<file path="config.mk">
export PLATFORM = sky130hd
export DESIGN_NAME = chsr_front
export DESIGN_NICKNAME = d
export VERILOG_FILES = /design/src/hw/rtl/chsr_pkg.sv /design/src/hw/rtl/chsr_front.sv
export SDC_FILE = /design/constraint.sdc
export NUM_CORES = 1
export LEC_CHECK = 0
export ABC_AREA = 1
export BUFFER_PORTS_ARGS = -buffer_cell sky130_fd_sc_hd__buf_2
export CAP_MARGIN = 10
export CORE_MARGIN = 2
export CORE_UTILIZATION = 30
export DETAILED_ROUTE_END_ITERATION = 6
export GPL_TIMING_DRIVEN = 0
export HOLD_SLACK_MARGIN = 0.05
export PLACE_DENSITY_LB_ADDON = 0.2
export SKIP_CTS_REPAIR_TIMING = 1
export SLEW_MARGIN = 20
export SYNTH_ARGS = -nofsm -noshare
export SYNTH_HDL_FRONTEND = slang
export SYNTH_SLANG_ARGS = --single-unit
export TNS_END_PERCENT = 30
</file>
<file path="constraint.sdc">
create_clock -name clk -period 13.4 [get_ports clk]
set_input_delay 3.35 -clock clk [delete_from_list [all_inputs] [get_ports clk]]
set_output_delay 3.35 -clock clk [all_outputs]
set_load 0.005 [all_outputs]
</file>
<file path="src/hw/rtl/chsr_pkg.sv">
// chsr_pkg: types, codes and constants shared by the shard router modules.
// Depends on nothing; every other file but chsr_ram refers to it by scoped names.
`timescale 1ns / 1ps

package chsr_pkg;

    localparam logic [31:0] FNV_BASIS    = 32'd2166136261;
    localparam logic [31:0] FNV_PRIME    = 32'd16777619;
    localparam logic [8:0]  RESET_VNODES = 9'd150;
    localparam logic [31:0] RESET_MODULO = 32'd8;

    localparam logic [2:0] CMD_ADD       = 3'd0;
    localparam logic [2:0] CMD_REMOVE    = 3'd1;
    localparam logic [2:0] CMD_SET_STATE = 3'd2;
    localparam logic [2:0] CMD_VECTOR    = 3'd3;
    localparam logic [2:0] CMD_KEY_BYTE  = 3'd4;

    localparam logic [1:0] ST_OK        = 2'd0;
    localparam logic [1:0] ST_DUPLICATE = 2'd1;
    localparam logic [1:0] ST_FULL      = 2'd2;
    localparam logic [1:0] ST_NOT_FOUND = 2'd3;

    localparam logic [1:0] REG_USE_MODULO    = 2'd0;
    localparam logic [1:0] REG_MODULO_SHARDS = 2'd1;
    localparam logic [1:0] REG_VNODES        = 2'd2;

    typedef enum logic [2:0] {
        OP_ADD       = 3'd0,
        OP_REMOVE    = 3'd1,
        OP_SET_STATE = 3'd2,
        OP_VECTOR    = 3'd3,
        OP_KEY       = 3'd4
    } op_t;

    typedef struct packed {
        op_t         op;
        logic [31:0] shard_ident;
        logic        go_offline;
        logic [63:0] vector_ident;
        logic [7:0]  key_byte;
        logic        key_last;
    } item_t;

    typedef struct packed {
        logic        use_modulo;
        logic [31:0] modulo_shards;
        logic [8:0]  vnodes_per_shard;
    } cfg_t;

    function automatic logic [31:0] fnv_step(input logic [31:0] h, input logic [7:0] b);
        logic [31:0] x;
        x = h ^ {24'd0, b};
        return x * FNV_PRIME;
    endfunction

endpackage

</file>
<file path="src/hw/rtl/chsr_front.sv">
// chsr_front: accepts input words, drops unknown commands, queues decoded items.
// Depends on chsr_pkg.
`timescale 1ns / 1ps

module chsr_front (
    input  logic               clk,
    input  logic               rst_n,
    input  logic               in_valid,
    output logic               in_stall,
    input  logic [2:0]         command,
    input  logic [31:0]        shard_ident,
    input  logic               go_offline,
    input  logic [63:0]        vector_ident,
    input  logic [7:0]         key_byte,
    input  logic               key_last,
    output chsr_pkg::item_t    q_item,
    output logic               q_valid,
    input  logic               q_pop
);

    chsr_pkg::item_t q_mem_reg [0:1];
    logic            wr_ptr_reg, wr_ptr_next;
    logic            rd_ptr_reg, rd_ptr_next;
    logic [1:0]      cnt_reg, cnt_next;
    chsr_pkg::item_t dec_item;
    logic            keep;
    logic            push;
    logic            pop;

    always_comb
    begin
        dec_item.op           = chsr_pkg::OP_ADD;
        dec_item.shard_ident  = shard_ident;
        dec_item.go_offline   = go_offline;
        dec_item.vector_ident = vector_ident;
        dec_item.key_byte     = key_byte;
        dec_item.key_last     = key_last;
        keep = 1'b1;
        case (command)
            chsr_pkg::CMD_ADD:       dec_item.op = chsr_pkg::OP_ADD;
            chsr_pkg::CMD_REMOVE:    dec_item.op = chsr_pkg::OP_REMOVE;
            chsr_pkg::CMD_SET_STATE: dec_item.op = chsr_pkg::OP_SET_STATE;
            chsr_pkg::CMD_VECTOR:    dec_item.op = chsr_pkg::OP_VECTOR;
            chsr_pkg::CMD_KEY_BYTE:  dec_item.op = chsr_pkg::OP_KEY;
            default:                 keep = 1'b0;
        endcase
    end

    assign in_stall = (cnt_reg == 2'd2);
    assign q_valid  = (cnt_reg != 2'd0);
    assign q_item   = q_mem_reg[rd_ptr_reg];
    assign push     = in_valid && !in_stall && keep;
    assign pop      = q_pop && q_valid;

    always_comb
    begin
        wr_ptr_next = push ? ~wr_ptr_reg : wr_ptr_reg;
        rd_ptr_next = pop ? ~rd_ptr_reg : rd_ptr_reg;
        cnt_next    = cnt_reg + {1'b0, push} - {1'b0, pop};
    end

    always_ff @(posedge clk)
    begin
        if (push)
        begin
            q_mem_reg[wr_ptr_reg] <= dec_item;
        end
    end

    always_ff @(posedge clk or negedge rst_n)
    begin
        if (!rst_n)
        begin
            wr_ptr_reg <= 1'b0;
            rd_ptr_reg <= 1'b0;
            cnt_reg    <= 2'd0;
        end
        else
        begin
            wr_ptr_reg <= wr_ptr_next;
            rd_ptr_reg <= rd_ptr_next;
            cnt_reg    <= cnt_next;
        end
    end

endmodule

</file>
==> results_dict.tcl, run 1 <==
set metrics [dict create \
    floorplan.initialDensity_pct 30.5 \
    synthFlopType "edfxtp_1" \
    placement_rows 60 \
    horiz_die_dim_um 170 \
    clk_latency_ns 0.51 \
    regToRegEndpoint "q_mem_reg[1][70]" \
    timing_worst_slew_pin_value_ns 0.551 \
    place_congestion 0.694 \
    irDropWorstVdd_v 0.000128 \
    seq_area_frac_synth_pct 80.8 \
    clock_path_buffers 3 \
    drtPass1Iterations 4 \
    power.density_cell_area_nw_per_um2 208 \
    largest_register_ffs 218 \
    arrival_ns 1.65 \
    synth_xor_xnor_area_share_pct 0.213 \
    cell_family_contributing_the_most_delay_on_the_critical_path "buffers and inverters" \
    antenna_violations_before_repair 4 \
    worstHoldStart "wr_ptr_reg" \
    areaGrowthSynthToFinish_pct 30.7 \
    placeableCoreArea_um2 27000 \
    critical_path_class "flip-flop to output pin" \
    power_leakage_nw 4.61 \
    post_synth_inst_count 605 \
    maxSlewViolCount 0 \
    start_kind "flip-flop" \
    synth.yosys.warnings 0 \
    syn_nets 720 \
    fp.dieArea_um2 28800 \
    dominant_combinational_cell_family_by_area_after_synthesis "simple AND/OR/NAND/NOR gates" \
    largest_cells_by_area_after_synthesis "edfxtp_1 80%, nand2_1 15%, buf_6 1.6%" \
    post_route_cells_drive_above_1_share_pct 32.6 \
    setup_viol_count_final 0 \
    fin_crit_sh_pct 37.3 \
    pin_count 224 \
    clock_tree.root_cell "clkbuf_16" \
    clock_sink_count 222 \
    regArea_um2 6650 \
    cts_h_tree_depth 1 \
    fp.dieH_um 170 \
    timing.critical_path.slowest_stage_cell "dfrtp_1" \
    critPathMaxStageDelay_ns 0.37 \
    clk_transition_reported_paths_ns 0.06 \
    unrepaired_setup_endpoints_after_global_routing "no" \
    p_total_mw 2.23 \
    drc_markers 0 \
    synth-edff-count 218 \
    drt-initial-drc-count 233 \
    cts_inserted_buffers 25 \
    synth-async-reset-ratio_pct 1.80 \
    tritoncts "built" \
    synth_area_um2 8230 \
    fmax_mhz 200 \
    critical_path.max_fanout 10 \
    reg2reg_depth 6 \
    yosys.area.top_type "edfxtp_1" \
    multiInputGateArea_um2 1350 \
    grt_start_max_net_pins 60 \
    finClkSkew_ns 0.00512 \
    yosys.cell_count.top_type "nand2_1" \
    dp.final_hpwl_mm 12.7 \
    finalWirelength_mm 19.2 \
    timing.hold.worst_endpoint "wr_ptr_reg" \
    synth.top_cells.by_count "335 x nand2_1, 218 x edfxtp_1, 12 x buf_6, 12 x inv_1, 10 x buf_2" \
    area_share_of_fa_ha_maj_cells_after_synthesis_pct 0.304 \
    totalNegativeSetupSlack_ns 0 \
    worst_setup_ep_type "output pin" \
    timing.final.crit_period_ns 5.00 \
    layout.nets 977 \
    route.detailed.vias_per_inst 4.20 \
    synthesis.area_per_instance_um2 13.6 \
    gr-total-overflow 0 \
    outcome "finished, final reports clean" \
    vias_in_the_first_global_route 5081 \
    worst_ep_required_time_ns 10.05 \
    timing.slew.headroom_pct 63.2 \
    final_report_hold_violation_count 0 \
    synth_cell_types 15 \
    cp_common_cell "nand2_1" \
    num_vias 5130 \
    critical_path_cell_count 6 \
    synth.top_cell.area_share_pct 79.5 \
    drv.max_cap_violation_count 0 \
    gr_util_all_layers_pct 13.1 \
    synth.ff_latch_count 222 \
    worstHoldPathType "flip-flop to flip-flop" \
    fillers 2618 \
    synth_mux_area_share_pct 0 \
    synth_simple_gate_area_share_pct 15.6 \
    cp.buffers_inverters 4 \
    buffer_ports.inserted 223 \
    cell_chain_of_the_critical_path "inv_1 > buf_4 > buf_6 > nand2_1 > nand2_1 > buf_2" \
    reg2reg_from "cnt_reg[1]" \
    synth-compound-area-share_pct 0.122 \
    register_to_register_setup_slack_ns 11.29 \
    worst_hold_path.num_cells 2 \
    ant_nets 0 \
    detail_route.wl_per_cell_um 15.7 \
    first_pass_grt_wire_length_mm 28.9 \
]
==> layer usage <==
layer	up-vias	GRT usage (%)	share of wire (%)
li1	2554	-	-
met1	2388	16.3	44
met2	145	22.3	47
met3	39	4.10	7.1
met4	4	3.27	2.4
met5	-	0	0.083
==> stage by stage <==
stage	hold WS [ns]	util (%)	std cells	cell area (µm²)	worst slack [ns]
final	0.527	39.9	1222	10800	8.40
after global routing	0.572	39.9	1221	10800	8.26
after floorplan	0.442	-	605	8230	4.62
after global placement	0.458	36.3	1169	9770	0.976
after CTS	0.541	39.9	1221	10800	8.33
after detailed placement	0.522	37.0	1176	9970	8.15
==> where the power goes <==
| group | total, mW | switching (mW) | internal [mW] |
|---|---|---|---|
| sequential | 0.908 | 0.0228 | 0.885 |
| combinational | 0.673 | 0.411 | 0.263 |
| clock | 0.654 | 0.256 | 0.398 |
| total | 2.23 | 0.689 | 1.55 |
==> cells in the final DEF (no fill, tap or decap), drive strengths merged <==
cell	n
clkbuf	32
xnor2	1
nand3	1
ha	2
diode	1
dfrtp	4
edfxtp	218
nand2	335
o21ai	1
nor2	4
inv	12
bufinv	3
xor2	1
buf	254
a21oi	1
nor3b	1
clkinv	10
==> cells by family after synthesis <==
family | after synthesis
buf+inv | 36
flops | 222
fa+ha+maj | 2
xor+xnor | 2
compound gates | 2
simple gates | 341
==> how the worst max path moves through the flow <==
stage / start / to / slack [ns]
6_report: rd_ptr_reg / q_item[64] / 8.40
5_1_grt: rd_ptr_reg / q_item[53] / 8.26
4_1_cts: rd_ptr_reg / q_item[64] / 8.33
3_5_place_dp: command[1] / q_mem_reg[1][76] / 8.15
3_3_place_gp: command[1] / q_mem_reg[1][13] / 0.98
2_1_floorplan: command[1] / q_mem_reg[1][0] / 4.62
==> tightest hold or removal path: stages (launching register included) <==
cell     delay (ns)
dfrtp_1        0.37
nand2_1        0.07
nand2_1        0.06
==> cell type report <==
type,instances,share of cell area (%)
Multi-Input combinational cell,347,12.5
Inverter,12,0.488
Timing Repair Buffer,230,12.1
Clock inverter,13,1.22
Sequential cell,222,61.8
Clock buffer,32,6.06
Tap cell,341,3.97
Antenna cell,1,0.0233
Buffer,24,1.86
Power figures use the tool's default switching activity.
==> run 2: changes to the inputs <==
Settings changed: ABC_AREA 1 to 0.
Clock period 13.4 ns to 5.1 ns, I/O delays scaled along.
==> run 2 against run 1 <==
  * Clock power rose to 2.8 times the previous value
  * Sequential cell count unchanged
  * Combinational power up 130%
  * Utilization up 0.65 points
  * Critical path type unchanged
  * Cell count down 20%
  * Non-clock buffer count down 7
  * Synthesized area down 1.1%
  * Synthesized cell count down 40%
  * Design area up 1.1%
  * Count of clock-buffer cells in the layout up 4
  * Global-route usage down 2.1 points
  * Die area down 1.1%
==> results_dict.tcl, run 2 <==
set metrics [dict create \
    drt-initial-drc-count 132 \
    clk_latency_ns 0.51 \
    timing.slew.headroom_pct 67.5 \
    synth-async-reset-ratio_pct 1.80 \
    drv.max_cap_violation_count 0 \
    drc_markers 0 \
    seq_power_share_pct 41.4 \
    largest_register_ffs 218 \
    commonest_non_fill_non_tap_cell_in_the_layout "buf_2" \
    dp_cells 937 \
    power.density_cell_area_nw_per_um2 531 \
    worst_ep_required_time_ns 3.83 \
    clock_path_buffers 3 \
    buffer_ports.inserted 223 \
    tritoncts "built" \
    final.setup.worst_slack_ns 2.10 \
    synth.top_cells.by_count "218 x edfxtp_1, 109 x mux2_2, 11 x buf_6" \
    synth.yosys.warnings 0 \
    register_to_register_setup_slack_ns 2.87 \
    utilization_pct 40.6 \
    first_pass_grt_wire_length_mm 24.8 \
    clock_sink_count 222 \
    power.share.combinational_pct 27.1 \
    areaGrowthSynthToFinish_pct 33.7 \
    start_kind "flip-flop" \
    worst_setup_ep_type "output pin" \
    synth_cell_types 16 \
    place_congestion 0.725 \
    maxSlewViolCount 0 \
    critPathMaxStageDelay_ns 0.35 \
    antenna_violations_before_repair 1 \
    synth_area_um2 8140 \
    sw_frac_of_total_pct 25.0 \
    power_leakage_nw 4.04 \
    finClkSkew_ns 0.0126 \
    layout.nets 738 \
    synth-edff-count 218 \
    post_route_cells_drive_above_1_share_pct 61.6 \
    mostFrequentLayoutCells "224 x buf_2, 218 x edfxtp_1, 109 x mux2_2" \
    clk_transition_reported_paths_ns 0.06 \
    unrepaired_setup_endpoints_after_global_routing "no" \
    setup_viol_count_final 0 \
    timing.final.crit_period_ns 3.00 \
    final_report_hold_violation_count 0 \
    p_int_mw 4.33 \
    outcome "finished, final reports clean" \
    synthFlopType "edfxtp_1" \
    yosys.cell_count.top_type "edfxtp_1" \
    num_vias 4234 \
    finalWirelength_mm 16.2 \
    fp.dieH_um 169 \
    finished_layout_cell_area_um2 10900 \
    synth.top_cell.area_share_pct 80.5 \
    cts_inserted_buffers 25 \
    gr_util_all_layers_pct 11.1 \
    placement_rows 60 \
    cp_common_cell "buf_6" \
    worstHoldPathType "flip-flop to flip-flop" \
    cts_h_tree_depth 1 \
    net-switching-power_mw 1.44 \
    fin_worst_hold_slack_ns 0.510 \
    synthesis.area_per_instance_um2 22.5 \
    fp.dieArea_um2 28500 \
    worst_case_setup_slack_after_placement_ns 1.89 \
    post_synth_inst_count 361 \
    vias_in_the_first_global_route 4675 \
    route.detailed.vias_per_inst 4.31 \
    seq_area_frac_synth_pct 81.7 \
    largest_cells_by_area_after_synthesis "edfxtp_1 80%, mux2_2 15%, buf_6 1.5%" \
    dp.final_hpwl_mm 11.5 \
    critical_path.max_fanout 10 \
    timing.critical_path.slowest_stage_cell "dfrtp_1" \
    fmax_mhz 333 \
    pwr-share-clk_pct 31.5 \
    detailed_place.area_um2 10000 \
    ant_nets 0 \
    cell_chain_of_the_critical_path "buf_6 > buf_6 > mux2_2 > buf_2" \
    horiz_die_dim_um 169 \
    syn_nets 476 \
    critical_path_class "flip-flop to output pin" \
    instances_no_fill 983 \
    gr-total-overflow 0 \
    floorplan.initialDensity_pct 30.4 \
    fin_crit_sh_pct 58.9 \
    irDropWorstVdd_v 0.000298 \
    arrival_ns 1.73 \
    placeableCoreArea_um2 26800 \
    yosys.area.top_type "edfxtp_1" \
    drtPass1Iterations 4 \
    synth.ff_latch_count 222 \
    timing_worst_slew_pin_value_ns 0.486 \
    pin_count 224 \
    grt_start_max_net_pins 22 \
    detail_route.wl_per_cell_um 16.5 \
    clock_tree.root_cell "clkbuf_16" \
]
[run 2: changes by cell type in the layout (fill, tap and decap cells not counted), sizes merged, moves of 2 or more]
cell,delta
nand2,-335
mux2,+109
inv,-10
buf,-7
clkinv,-5
clkbuf,+4
nor2b,+3
nor2,-2
xnor2,+2
[run 2: power groups by stage]
stage	clock network, mW	registers (mW)	logic (mW)
detailed placement	0	2.43	1.61
global route	1.96	2.41	1.71
finish	1.82	2.39	1.56
floorplan	0	2.46	0.869
global placement	0	2.50	1.44
CTS	1.90	2.39	1.62
[run 2: layout make-up]
| cell class | instances | area (µm²) |
|---|---|---|
| fill | 2440 | 15900 |
| sequential | 222 | 6650 |
| timing repair buffer | 235 | 1450 |
| multi-input combinational | 125 | 1370 |
| clock buffer | 36 | 707 |
| tap | 341 | 427 |
| clock inverter | 9 | 140 |
| buffer | 12 | 129 |
| inverter | 2 | 7.51 |
| antenna | 1 | 2.50 |
[run 2: stage by stage]
stage	setup TNS, ns	total power [mW]
floorplan	-355.87	3.33
global placement	-971.66	3.95
detailed placement	0	4.04
CTS	0	5.91
global route	0	6.08
finish	0	5.77
[run 2: worst max-delay path, delay by kind of cell, from the launching register on]
family | cells | cell delay, ns
multiplexers | 1 | 0.35
flip-flops | 1 | 0.35
buffers and inverters | 3 | 0.52
[run 2: worst paths after layout]
path	from	endpoint	cells after the start
setup / recovery	rd_ptr_reg	q_item[2]	4
hold / removal	cnt_reg[1]	cnt_reg[1]	1
setup reg to reg	cnt_reg[1]	q_mem_reg[1][25]	6
hold reg to reg	cnt_reg[1]	cnt_reg[1]	1
max in group asynchronous	rst_n	cnt_reg[0]	1
min in group asynchronous	rst_n	rd_ptr_reg	1
[run 2: metal layers]
metal	vias to the layer above	GRT usage (%)	share of wire (%)
li1	1973	-	-
met1	2083	12.7	39
met2	151	19.5	50
met3	27	3.93	8.3
met4	0	3.37	2.1
met5	-	0	0
[run 2: kinds of logic after synthesis]
logic type	Yosys count	synth area share, %
flip-flops	222	81.7
multiplexers	109	15.1
buffers and inverters	14	1.68
AND/OR/NAND/NOR	9	0.738
XOR/XNOR	4	0.431
adder cells (fa/ha/maj)	2	0.308
AO/OA/AOI/OAI	1	0.0615
